## src/rtl/rc4_pkg.sv

```systemverilog
`timescale 1ns / 1ps
// ----------------------------------------------------------------------------
// RC4 package
// Shared types and constants for the RC4 stream cipher engine.
// ----------------------------------------------------------------------------
package rc4_pkg;

    localparam int SBOX_DEPTH        = 256;
    localparam int BYTE_W            = 8;
    localparam int SKIP_W            = 16;
    localparam int KEY_BYTES_MAX_DEF = 256;

    typedef enum logic [1:0] {
        OP_LOAD  = 2'd0,
        OP_CRYPT = 2'd1,
        OP_SKIP  = 2'd2
    } t_op;

    typedef enum logic [8:0] {
        ST_IDLE     = 9'b000000001,
        ST_RD_J     = 9'b000000010,
        ST_WR_I     = 9'b000000100,
        ST_WR_J     = 9'b000001000,
        ST_HOLD     = 9'b000010000,
        ST_KS_RD    = 9'b000100000,
        ST_KS_MIX   = 9'b001000000,
        ST_KS_WR_N  = 9'b010000000,
        ST_KS_WR_A  = 9'b100000000
    } t_state;

    // One access cycle of the permutation memory.
    typedef struct packed {
        logic [BYTE_W-1:0] rd_addr;
        logic              we;
        logic [BYTE_W-1:0] wr_addr;
        logic [BYTE_W-1:0] wr_data;
        logic              clear;
    } t_sbox_req;

endpackage

```

## src/rtl/rc4_sbox.sv

```systemverilog
`timescale 1ns / 1ps
// ----------------------------------------------------------------------------
// RC4 permutation memory
// 256 x 8 synchronous memory, one read and one write per cycle, write-first
// on a same-address collision. Per-entry valid bits make an unwritten entry
// read back as its own index, so a clear restores the identity at once.
// ----------------------------------------------------------------------------
module rc4_sbox (
    input  logic               i_clk,
    input  logic               i_rst_n,
    input  rc4_pkg::t_sbox_req i_req,
    output logic [7:0]         o_rd_data
);
    import rc4_pkg::*;

    logic [BYTE_W-1:0]     r_mem [SBOX_DEPTH];
    logic [SBOX_DEPTH-1:0] r_valid;
    logic [BYTE_W-1:0]     r_rd_data;
    logic [BYTE_W-1:0]     r_rd_addr;
    logic                  r_rd_valid;
    logic                  w_hit;

    assign w_hit = i_req.we && (i_req.rd_addr == i_req.wr_addr);

    always_ff @(posedge i_clk) begin
        if (i_req.we) begin
            r_mem[i_req.wr_addr] <= i_req.wr_data;
        end
        r_rd_data  <= w_hit ? i_req.wr_data : r_mem[i_req.rd_addr];
        r_rd_valid <= w_hit || r_valid[i_req.rd_addr];
        r_rd_addr  <= i_req.rd_addr;
    end

    // Clear wins over a write in the same cycle.
    always_ff @(posedge i_clk) begin
        if (!i_rst_n) begin
            r_valid <= '0;
        end else if (i_req.clear) begin
            r_valid <= '0;
        end else if (i_req.we) begin
            r_valid[i_req.wr_addr] <= 1'b1;
        end
    end

    assign o_rd_data = r_rd_valid ? r_rd_data : r_rd_addr;

endmodule

```

## src/rtl/rc4_keybuf.sv

```systemverilog
`timescale 1ns / 1ps
// ----------------------------------------------------------------------------
// RC4 key buffer
// Synchronous key byte memory, one write and one registered read per cycle.
// ----------------------------------------------------------------------------
module rc4_keybuf #(
    parameter int KEY_BYTES_MAX = rc4_pkg::KEY_BYTES_MAX_DEF,
    parameter int KEY_AW        = (KEY_BYTES_MAX > 1) ? $clog2(KEY_BYTES_MAX) : 1
) (
    input  logic              i_clk,
    input  logic              i_wr_en,
    input  logic [KEY_AW-1:0] i_wr_addr,
    input  logic [7:0]        i_wr_data,
    input  logic [KEY_AW-1:0] i_rd_addr,
    output logic [7:0]        o_rd_data
);
    import rc4_pkg::*;

    logic [BYTE_W-1:0] r_mem [KEY_BYTES_MAX];
    logic [BYTE_W-1:0] r_rd_data;

    always_ff @(posedge i_clk) begin
        if (i_wr_en) begin
            r_mem[i_wr_addr] <= i_wr_data;
        end
        r_rd_data <= r_mem[i_rd_addr];
    end

    assign o_rd_data = r_rd_data;

endmodule

```

## src/rtl/rc4_stream_cipher_unit.sv

```systemverilog
`timescale 1ns / 1ps
// ----------------------------------------------------------------------------
// RC4 stream cipher unit
// Key loading, key schedule and keystream generation around one permutation
// memory and one key buffer.
// ----------------------------------------------------------------------------
//
//  Channel | Direction | Handshake                 | Payload
//  --------+-----------+---------------------------+------------------------------
//  in      | input     | i_in_valid / o_in_stall   | i_operation, i_data_byte,
//          |           |                           | i_last_key_byte, i_skip_count
//  out     | output    | o_out_valid / i_out_stall | o_out_byte
//
//  Load: stores a key byte while the buffer has room; a load marked last
//  starts the key schedule: KS_RD once, then KS_MIX, KS_WR_N and KS_WR_A per entry.
//  Crypt: one generator step, through states RD_J, WR_I and WR_J; the next
//  transaction enters in WR_J when the result can leave at the same edge.
//  Skip: one generator step per discarded keystream byte, none for a zero count.
//  Reset (synchronous, active low) restores the identity permutation through
//  valid bits at once, clears i, j and the key length; no clearing pass.
//  A stalled result holds in the output register; the unit then parks until
//  it can hand the result over.
// ----------------------------------------------------------------------------
module rc4_stream_cipher_unit #(
    parameter int KEY_BYTES_MAX = rc4_pkg::KEY_BYTES_MAX_DEF
) (
    input  logic                      i_clk,
    input  logic                      i_rst_n,
    input  logic                      i_in_valid,
    output logic                      o_in_stall,
    input  logic [1:0]                i_operation,
    input  logic [7:0]                i_data_byte,
    input  logic                      i_last_key_byte,
    input  logic [rc4_pkg::SKIP_W-1:0] i_skip_count,
    output logic                      o_out_valid,
    input  logic                      i_out_stall,
    output logic [7:0]                o_out_byte
);
    import rc4_pkg::*;

    localparam int KEY_AW = (KEY_BYTES_MAX > 1) ? $clog2(KEY_BYTES_MAX) : 1;
    localparam int KEY_LW = $clog2(KEY_BYTES_MAX + 1);

    // Control registers
    t_state            r_state,     n_state;
    logic [BYTE_W-1:0] r_i,         n_i;
    logic [BYTE_W-1:0] r_j,         n_j;
    logic [KEY_LW-1:0] r_len,       n_len;
    logic [SKIP_W-1:0] r_cnt,       n_cnt;
    logic              r_out_valid, n_out_valid;

    // Datapath registers
    logic [BYTE_W-1:0] r_a,   n_a;
    logic [BYTE_W-1:0] r_b,   n_b;
    logic [BYTE_W-1:0] r_acc, n_acc;
    logic [BYTE_W-1:0] r_n,   n_n;
    logic [KEY_AW-1:0] r_k,   n_k;
    logic              r_crypt, n_crypt;
    logic [BYTE_W-1:0] r_data,  n_data;
    logic [BYTE_W-1:0] r_ks,    n_ks;
    logic [BYTE_W-1:0] r_out_byte, n_out_byte;

    // Memory interfaces
    t_sbox_req         sbox_req;
    logic [BYTE_W-1:0] sbox_rd;
    logic              key_we;
    logic [KEY_AW-1:0] key_wr_addr;
    logic [KEY_AW-1:0] key_rd_addr;
    logic [BYTE_W-1:0] key_rd;

    logic              out_free;
    logic              in_ready;
    logic              accept;
    logic [BYTE_W-1:0] ks_addr;
    logic [BYTE_W-1:0] ks;
    logic [BYTE_W-1:0] kb;
    logic [KEY_LW-1:0] k_inc;

    rc4_sbox u_sbox (
        .i_clk     (i_clk),
        .i_rst_n   (i_rst_n),
        .i_req     (sbox_req),
        .o_rd_data (sbox_rd)
    );

    rc4_keybuf #(
        .KEY_BYTES_MAX (KEY_BYTES_MAX),
        .KEY_AW        (KEY_AW)
    ) u_keybuf (
        .i_clk     (i_clk),
        .i_wr_en   (key_we),
        .i_wr_addr (key_wr_addr),
        .i_wr_data (i_data_byte),
        .i_rd_addr (key_rd_addr),
        .o_rd_data (key_rd)
    );

    // Output register is free when empty or being drained this cycle.
    assign out_free = !r_out_valid || !i_out_stall;

    // Take a new transaction when idle, or on the final write of the last
    // generator step, provided a crypt result can leave at the same edge.
    assign in_ready = (r_state == ST_IDLE) ||
                      ((r_state == ST_WR_J) && (r_cnt == SKIP_W'(1)) &&
                       (!r_crypt || out_free));
    assign accept     = i_in_valid && in_ready;
    assign o_in_stall = !in_ready;

    // Keystream lookup: S[a+b]. The write of S[j] = a is still pending when
    // the read is issued, so forward a when the address matches j.
    assign ks_addr = r_a + r_b;
    assign ks      = (ks_addr == r_j) ? r_a : sbox_rd;

    // Key byte for the schedule and the cyclic key index.
    assign kb    = (r_len != '0) ? key_rd : '0;
    assign k_inc = KEY_LW'(r_k) + KEY_LW'(1);

    assign key_wr_addr = r_len[KEY_AW-1:0];

    always_comb begin
        n_state     = r_state;
        n_i         = r_i;
        n_j         = r_j;
        n_len       = r_len;
        n_cnt       = r_cnt;
        n_out_valid = r_out_valid && i_out_stall;
        n_a         = r_a;
        n_b         = r_b;
        n_acc       = r_acc;
        n_n         = r_n;
        n_k         = r_k;
        n_crypt     = r_crypt;
        n_data      = r_data;
        n_ks        = r_ks;
        n_out_byte  = r_out_byte;

        sbox_req    = '0;
        key_we      = 1'b0;
        key_rd_addr = r_k;

        case (r_state)
            ST_IDLE: begin
            end
            ST_RD_J: begin
                // a = S[i]; advance j and read S[j].
                n_a              = sbox_rd;
                n_j              = r_j + sbox_rd;
                sbox_req.rd_addr = r_j + sbox_rd;
                n_state          = ST_WR_I;
            end
            ST_WR_I: begin
                // b = S[j]; write S[i] = b, read S[a+b].
                n_b              = sbox_rd;
                sbox_req.we      = 1'b1;
                sbox_req.wr_addr = r_i;
                sbox_req.wr_data = sbox_rd;
                sbox_req.rd_addr = r_a + sbox_rd;
                n_state          = ST_WR_J;
            end
            ST_WR_J: begin
                sbox_req.we      = 1'b1;
                sbox_req.wr_addr = r_j;
                sbox_req.wr_data = r_a;
                if (r_cnt != SKIP_W'(1)) begin
                    // Advance again: fold the read of S[i+1] into this cycle.
                    n_cnt            = r_cnt - SKIP_W'(1);
                    n_i              = r_i + BYTE_W'(1);
                    sbox_req.rd_addr = r_i + BYTE_W'(1);
                    n_state          = ST_RD_J;
                end else if (r_crypt) begin
                    if (out_free) begin
                        n_out_valid = 1'b1;
                        n_out_byte  = r_data ^ ks;
                        n_state     = ST_IDLE;
                    end else begin
                        n_ks    = ks;
                        n_state = ST_HOLD;
                    end
                end else begin
                    n_state = ST_IDLE;
                end
            end
            ST_HOLD: begin
                if (out_free) begin
                    n_out_valid = 1'b1;
                    n_out_byte  = r_data ^ r_ks;
                    n_state     = ST_IDLE;
                end
            end
            ST_KS_RD: begin
                sbox_req.rd_addr = r_n;
                key_rd_addr      = r_k;
                n_state          = ST_KS_MIX;
            end
            ST_KS_MIX: begin
                // held = S[n]; acc += key + held; read S[acc].
                n_a              = sbox_rd;
                n_acc            = r_acc + kb + sbox_rd;
                sbox_req.rd_addr = r_acc + kb + sbox_rd;
                n_state          = ST_KS_WR_N;
            end
            ST_KS_WR_N: begin
                sbox_req.we      = 1'b1;
                sbox_req.wr_addr = r_n;
                sbox_req.wr_data = sbox_rd;
                n_state          = ST_KS_WR_A;
            end
            ST_KS_WR_A: begin
                sbox_req.we      = 1'b1;
                sbox_req.wr_addr = r_acc;
                sbox_req.wr_data = r_a;
                if (r_n == BYTE_W'(SBOX_DEPTH - 1)) begin
                    n_len   = '0;
                    n_state = ST_IDLE;
                end else begin
                    n_n              = r_n + BYTE_W'(1);
                    n_k              = (k_inc >= r_len) ? '0 : k_inc[KEY_AW-1:0];
                    sbox_req.rd_addr = r_n + BYTE_W'(1);
                    key_rd_addr      = (k_inc >= r_len) ? '0 : k_inc[KEY_AW-1:0];
                    n_state          = ST_KS_MIX;
                end
            end
            default: begin
                n_state = ST_IDLE;
            end
        endcase

        // Start a new transaction; overrides the state choice above.
        if (accept) begin
            n_state = ST_IDLE;
            if (i_operation == OP_LOAD) begin
                if (r_len < KEY_LW'(KEY_BYTES_MAX)) begin
                    key_we = 1'b1;
                    n_len  = r_len + KEY_LW'(1);
                end
                if (i_last_key_byte) begin
                    sbox_req.clear = 1'b1;
                    n_i            = '0;
                    n_j            = '0;
                    n_n            = '0;
                    n_k            = '0;
                    n_acc          = '0;
                    n_state        = ST_KS_RD;
                end
            end else if ((i_operation == OP_CRYPT) ||
                         ((i_operation == OP_SKIP) && (i_skip_count != '0))) begin
                n_crypt          = (i_operation == OP_CRYPT);
                n_cnt            = (i_operation == OP_CRYPT) ? SKIP_W'(1) : i_skip_count;
                n_data           = i_data_byte;
                n_i              = r_i + BYTE_W'(1);
                sbox_req.rd_addr = r_i + BYTE_W'(1);
                n_state          = ST_RD_J;
            end
        end
    end

    always_ff @(posedge i_clk) begin
        if (!i_rst_n) begin
            r_state     <= ST_IDLE;
            r_i         <= '0;
            r_j         <= '0;
            r_len       <= '0;
            r_cnt       <= '0;
            r_out_valid <= 1'b0;
        end else begin
            r_state     <= n_state;
            r_i         <= n_i;
            r_j         <= n_j;
            r_len       <= n_len;
            r_cnt       <= n_cnt;
            r_out_valid <= n_out_valid;
        end
    end

    always_ff @(posedge i_clk) begin
        r_a        <= n_a;
        r_b        <= n_b;
        r_acc      <= n_acc;
        r_n        <= n_n;
        r_k        <= n_k;
        r_crypt    <= n_crypt;
        r_data     <= n_data;
        r_ks       <= n_ks;
        r_out_byte <= n_out_byte;
    end

    assign o_out_valid = r_out_valid;
    assign o_out_byte  = r_out_byte;

endmodule

```

## config.mk

```make
export PLATFORM = sky130hd
export DESIGN_NAME = rc4_stream_cipher_unit
export DESIGN_NICKNAME = d
export VERILOG_FILES = /design/src/rtl/rc4_pkg.sv /design/src/rtl/rc4_sbox.sv /design/src/rtl/rc4_keybuf.sv /design/src/rtl/rc4_stream_cipher_unit.sv
export SDC_FILE = /design/constraint.sdc
export NUM_CORES = 2
export LEC_CHECK = 0
export BUFFER_PORTS_ARGS = -buffer_cell sky130_fd_sc_hd__buf_2
export CAP_MARGIN = 20
export CORE_ASPECT_RATIO = 0.8
export CORE_MARGIN = 2
export CORE_UTILIZATION = 45
export CTS_BUF_LIST = sky130_fd_sc_hd__clkbuf_4 sky130_fd_sc_hd__clkbuf_8
export DETAILED_ROUTE_END_ITERATION = 6
export HOLD_SLACK_MARGIN = 0.02
export MAX_ROUTING_LAYER = met4
export RECOVER_POWER = 100
export SLEW_MARGIN = 20
export SYNTH_ARGS = -nofsm -noshare
export SYNTH_HDL_FRONTEND = slang
export SYNTH_SLANG_ARGS = --single-unit
```

## constraint.sdc

```tcl
create_clock -name i_clk -period 7.82 [get_ports i_clk]
set_input_delay 0.782 -clock i_clk [delete_from_list [all_inputs] [get_ports i_clk]]
set_output_delay 0.782 -clock i_clk [all_outputs]
set_load 0.01 [all_outputs]
```

==> results.sh <==
export IMPL_violations="capacitance limit, slew limit"
export IMPL_cts_buffers_inserted=689
export IMPL_r2r_slack_ns=0.09
export IMPL_syn_avg_cell_area_um2=16.1
export IMPL_synth_ff_type="edfxtp_1"
export IMPL_m1WireLength_mm=221
export IMPL_fmax_mhz=129
export IMPL_fillers=32300
export IMPL_finalCritPeriodShare_pct=98.8
export IMPL_clockBufferDepth=4
export IMPL_p_leak_nw=57.5
export IMPL_place_ws_ns=0.235
export IMPL_num_rows=206
export IMPL_slowest_stage="dfxtp_1"
export IMPL_ff_latch_area_mm2=0.131
export IMPL_cp_cell_sequence="clkbuf_1 -> and2_0 -> a22oi_1 -> nand2_1 -> nor3_1 -> nor4_1 -> a41oi_1 -> mux2_1 -> a22o_2 -> buf_4"
export IMPL_final_nets=11700
export IMPL_ios=41
export IMPL_grt_pass1_wl_mm=737
export IMPL_clk_pin_slew_ns=0.06
export IMPL_synth_cell_types=75
export IMPL_dieArea_mm2=0.399
export IMPL_via_per_inst=6.05
export IMPL_synth_fp_nets=11100
export IMPL_synth_seq_cells=4485
export IMPL_wl_per_cell_um=30.0
export IMPL_yosys_area_top_type_share_pct=70.1
export IMPL_wl_met2_mm=222
export IMPL_hold_end="r_cnt[8]"
export IMPL_slowest_delay_ns=1.19
export IMPL_synth_edff_count=4137
export IMPL_drtPass1Iterations=6
export IMPL_peakVddDrop_uv=231
export IMPL_route_met3_wl_mm=65.0
export IMPL_drv_cap=62
export IMPL_drive_gt1_share_pct=18.5
export IMPL_syn_area_mm2=0.177
export IMPL_r2r_end="u_sbox.r_mem[116][7]"
export IMPL_fin_setup_tns_ns=0
export IMPL_htree_levels=6
export IMPL_vias=105000
export IMPL_grt_max_degree=257
export IMPL_floorplan_initialDensity_pct=45.1
export IMPL_worstHoldStart="i_skip_count[8]"
export IMPL_total_power_mw=50.1
export IMPL_antenna_found_initial=48
export IMPL_finalHoldViolations=0
export IMPL_antenna_left=0
export IMPL_port_buffers=40
export IMPL_crit_path_end_kind="flop"
export IMPL_slew_headroom_pct=-375
export IMPL_grt_util_all_layers_pct=26.3
export IMPL_place_hpwl_mm=328
export IMPL_critPathMaxFanout=106
export IMPL_crit_type="flop to flop"
export IMPL_drt_iter0_drc=16300
export IMPL_hold_path_cell_count=4
export IMPL_report_final_slew_viol_count=3414
export IMPL_syn_inst=11000
export IMPL_die_x_um=706
export IMPL_dr_max_layer_used="met4"
export IMPL_root_buffer="clkbuf_8"
export IMPL_powerDensity_mw_per_mm2=252
export IMPL_synth_yosys_warnings=0
export IMPL_postCtsSetupBuffers=0
export IMPL_required_ns=8.53
export IMPL_final_util_pct=50.6
export IMPL_clk_latency_ns=1.30
export IMPL_min_period_ns=7.73
export IMPL_r2r_start="u_sbox.r_rd_addr[3]"
export IMPL_setup_ws_ns=0.0922
export IMPL_gp_congestion=0.968
export IMPL_reg2regPathDepth=10
export IMPL_cp_start_kind="flop"
export IMPL_crit_arrival_ns=8.43
export IMPL_fp_dieH_um=565
export IMPL_ys_async_sr_fraction_pct=0
export IMPL_area_growth_synth_to_final_pct=12.2
export IMPL_synth_area_top_cells="edfxtp_1 70%, mux4_2 9.8%, dfxtp_1 3.9%"
export IMPL_grt_pass1_vias=101000
export IMPL_final_cells=17400
export IMPL_yosysTopAreaCell="edfxtp_1"
export IMPL_cts_sinks=4485
export IMPL_hp_class="primary input to flop"
export IMPL_gr_total_overflow=0
export IMPL_core_mm2=0.393
export IMPL_finClkSkew_ns=0.174
export IMPL_setup_viol=0
export IMPL_run_status="finished, violations left"
export IMPL_wl_mm=522
export IMPL_rsz0062_at_grt="false"
export IMPL_cts_tree="yes"
export IMPL_dp_cells=16100
export IMPL_tightest_slew_ns=7.13
export IMPL_ys_seq_area_share_pct=74.0
export IMPL_multiInputGateArea_mm2=0.0432
export IMPL_drc=0
-- flip-flops by register name, summed over array words and instances, names as in the netlist, 9 cells and up --
signal	count
r_cnt	16
u_keybuf.r_mem	2048
u_sbox.r_mem	2048
u_sbox.r_valid	256
r_state	9
r_len	9
-- cell families (layout without fill, tap and decap cells) --
family	count (synthesis)	after routing	synth area share, %
AO/OA/AOI/OAI	815	815	3.11
XOR/XNOR	82	82	0.405
adder cells (fa/ha/maj)	58	58	0.456
buffers and inverters	693	1827	1.76
flip-flops	4485	4485	74.0
multiplexers	964	964	10.9
other	0	21	0
AND/OR/NAND/NOR	3925	3925	9.36
-- cell type report --
class	instances	area share, %
Sequential cell	4485	66.0
Tap cell	5200	3.27
Clock inverter	288	1.07
Timing Repair Buffer	526	1.96
Clock buffer	960	5.91
Inverter	53	0.106
Multi-Input combinational cell	5844	21.7
Antenna cell	21	0.0264
-- metal layers --
layer | track usage (%) | vias to the layer above
met1 | 38.9 | 54400
met3 | 6.61 | 806
met5 | - | -
met2 | 36.1 | 6312
li1 | - | 43700
met4 | 7.35 | 0
-- placed cells by master (no fill, tap or decap), drive strengths merged, types with 125 or more instances in the layout --
master / synthesis / routed
a21oi: 216 / 216
a31oi: 125 / 125
buf: 352 / 287
clkbuf: 288 / 1173
clkinv: 3 / 224
dfxtp: 348 / 348
edfxtp: 4137 / 4137
mux2i: 181 / 181
mux4: 771 / 771
nand2: 1669 / 1669
nand3: 675 / 675
nor2: 1179 / 1179
-- worst max-delay path, delay by kind of cell, from the launching register on --
kind                   cells  cell delay (ns)
flip-flops                 1             1.19
AND/OR/NAND/NOR            4             2.16
AO/OA/AOI/OAI              3             1.73
multiplexers               1             0.60
buffers and inverters      2             1.31
-- cell usage after synthesis, types with 17 or more instances --
master,instances
edfxtp_1,4137
nand2_1,1669
nor2_1,1179
mux4_2,771
nand3_1,675
dfxtp_1,348
clkbuf_1,288
buf_2,245
a21oi_1,216
mux2i_1,181
a31oi_1,125
and3_1,97
a22oi_1,95
nand4_1,73
a32oi_1,67
buf_1,63
nor3_1,60
xnor2_1,56
nor4_1,50
o21ai_0,49
ha_1,47
inv_1,46
o22ai_1,44
buf_4,34
o211ai_1,30
and2_1,28
xor2_1,26
nor2b_1,24
a211oi_1,23
a221oi_1,17
-- report_power, final --
| group | leakage (nW) | switching [mW] | internal [mW] |
|---|---|---|---|
| Clock | 7.33 | 9.33 | 10.5 |
| Combinational | 14.4 | 2.95 | 1.15 |
| Sequential | 35.7 | 0.0560 | 26.1 |
| Total | 57.5 | 12.3 | 37.7 |
-- timing repair --
| item | 4_1_cts | 5_1_grt |
|---|---|---|
| gates resized for setup | 0 | 0 |
| hold buffers | 26 | 0 |
| endpoints found under the hold margin | 96 | 0 |
-- per-stage QoR --
step                      area (um2)  hold WS (ns)
after CTS                     200000        0.0276
after floorplan               177000         0.440
after global placement        186000         0.449
final                         199000         0.410
after detailed placement      186000         0.459
after global routing          199000         0.377
-- worst max-delay path by stage --
stage	from	endpoint	slack (ns)	cells past startpoint
global route	u_sbox.r_rd_addr[1]	u_sbox.r_rd_valid	0.04	22
CTS	u_sbox.r_rd_addr[0]	u_sbox.r_rd_valid	0.35	24
finish	u_sbox.r_rd_addr[3]	u_sbox.r_mem[116][7]	0.09	10
detailed placement	u_sbox.r_rd_addr[0]	u_sbox.r_rd_valid	0.24	24
global placement	u_sbox.r_rd_addr[0]	u_sbox.r_rd_valid	0.19	24
floorplan	u_sbox.r_rd_addr[4]	u_sbox.r_rd_valid	0.75	25
Power figures use the tool's default switching activity.
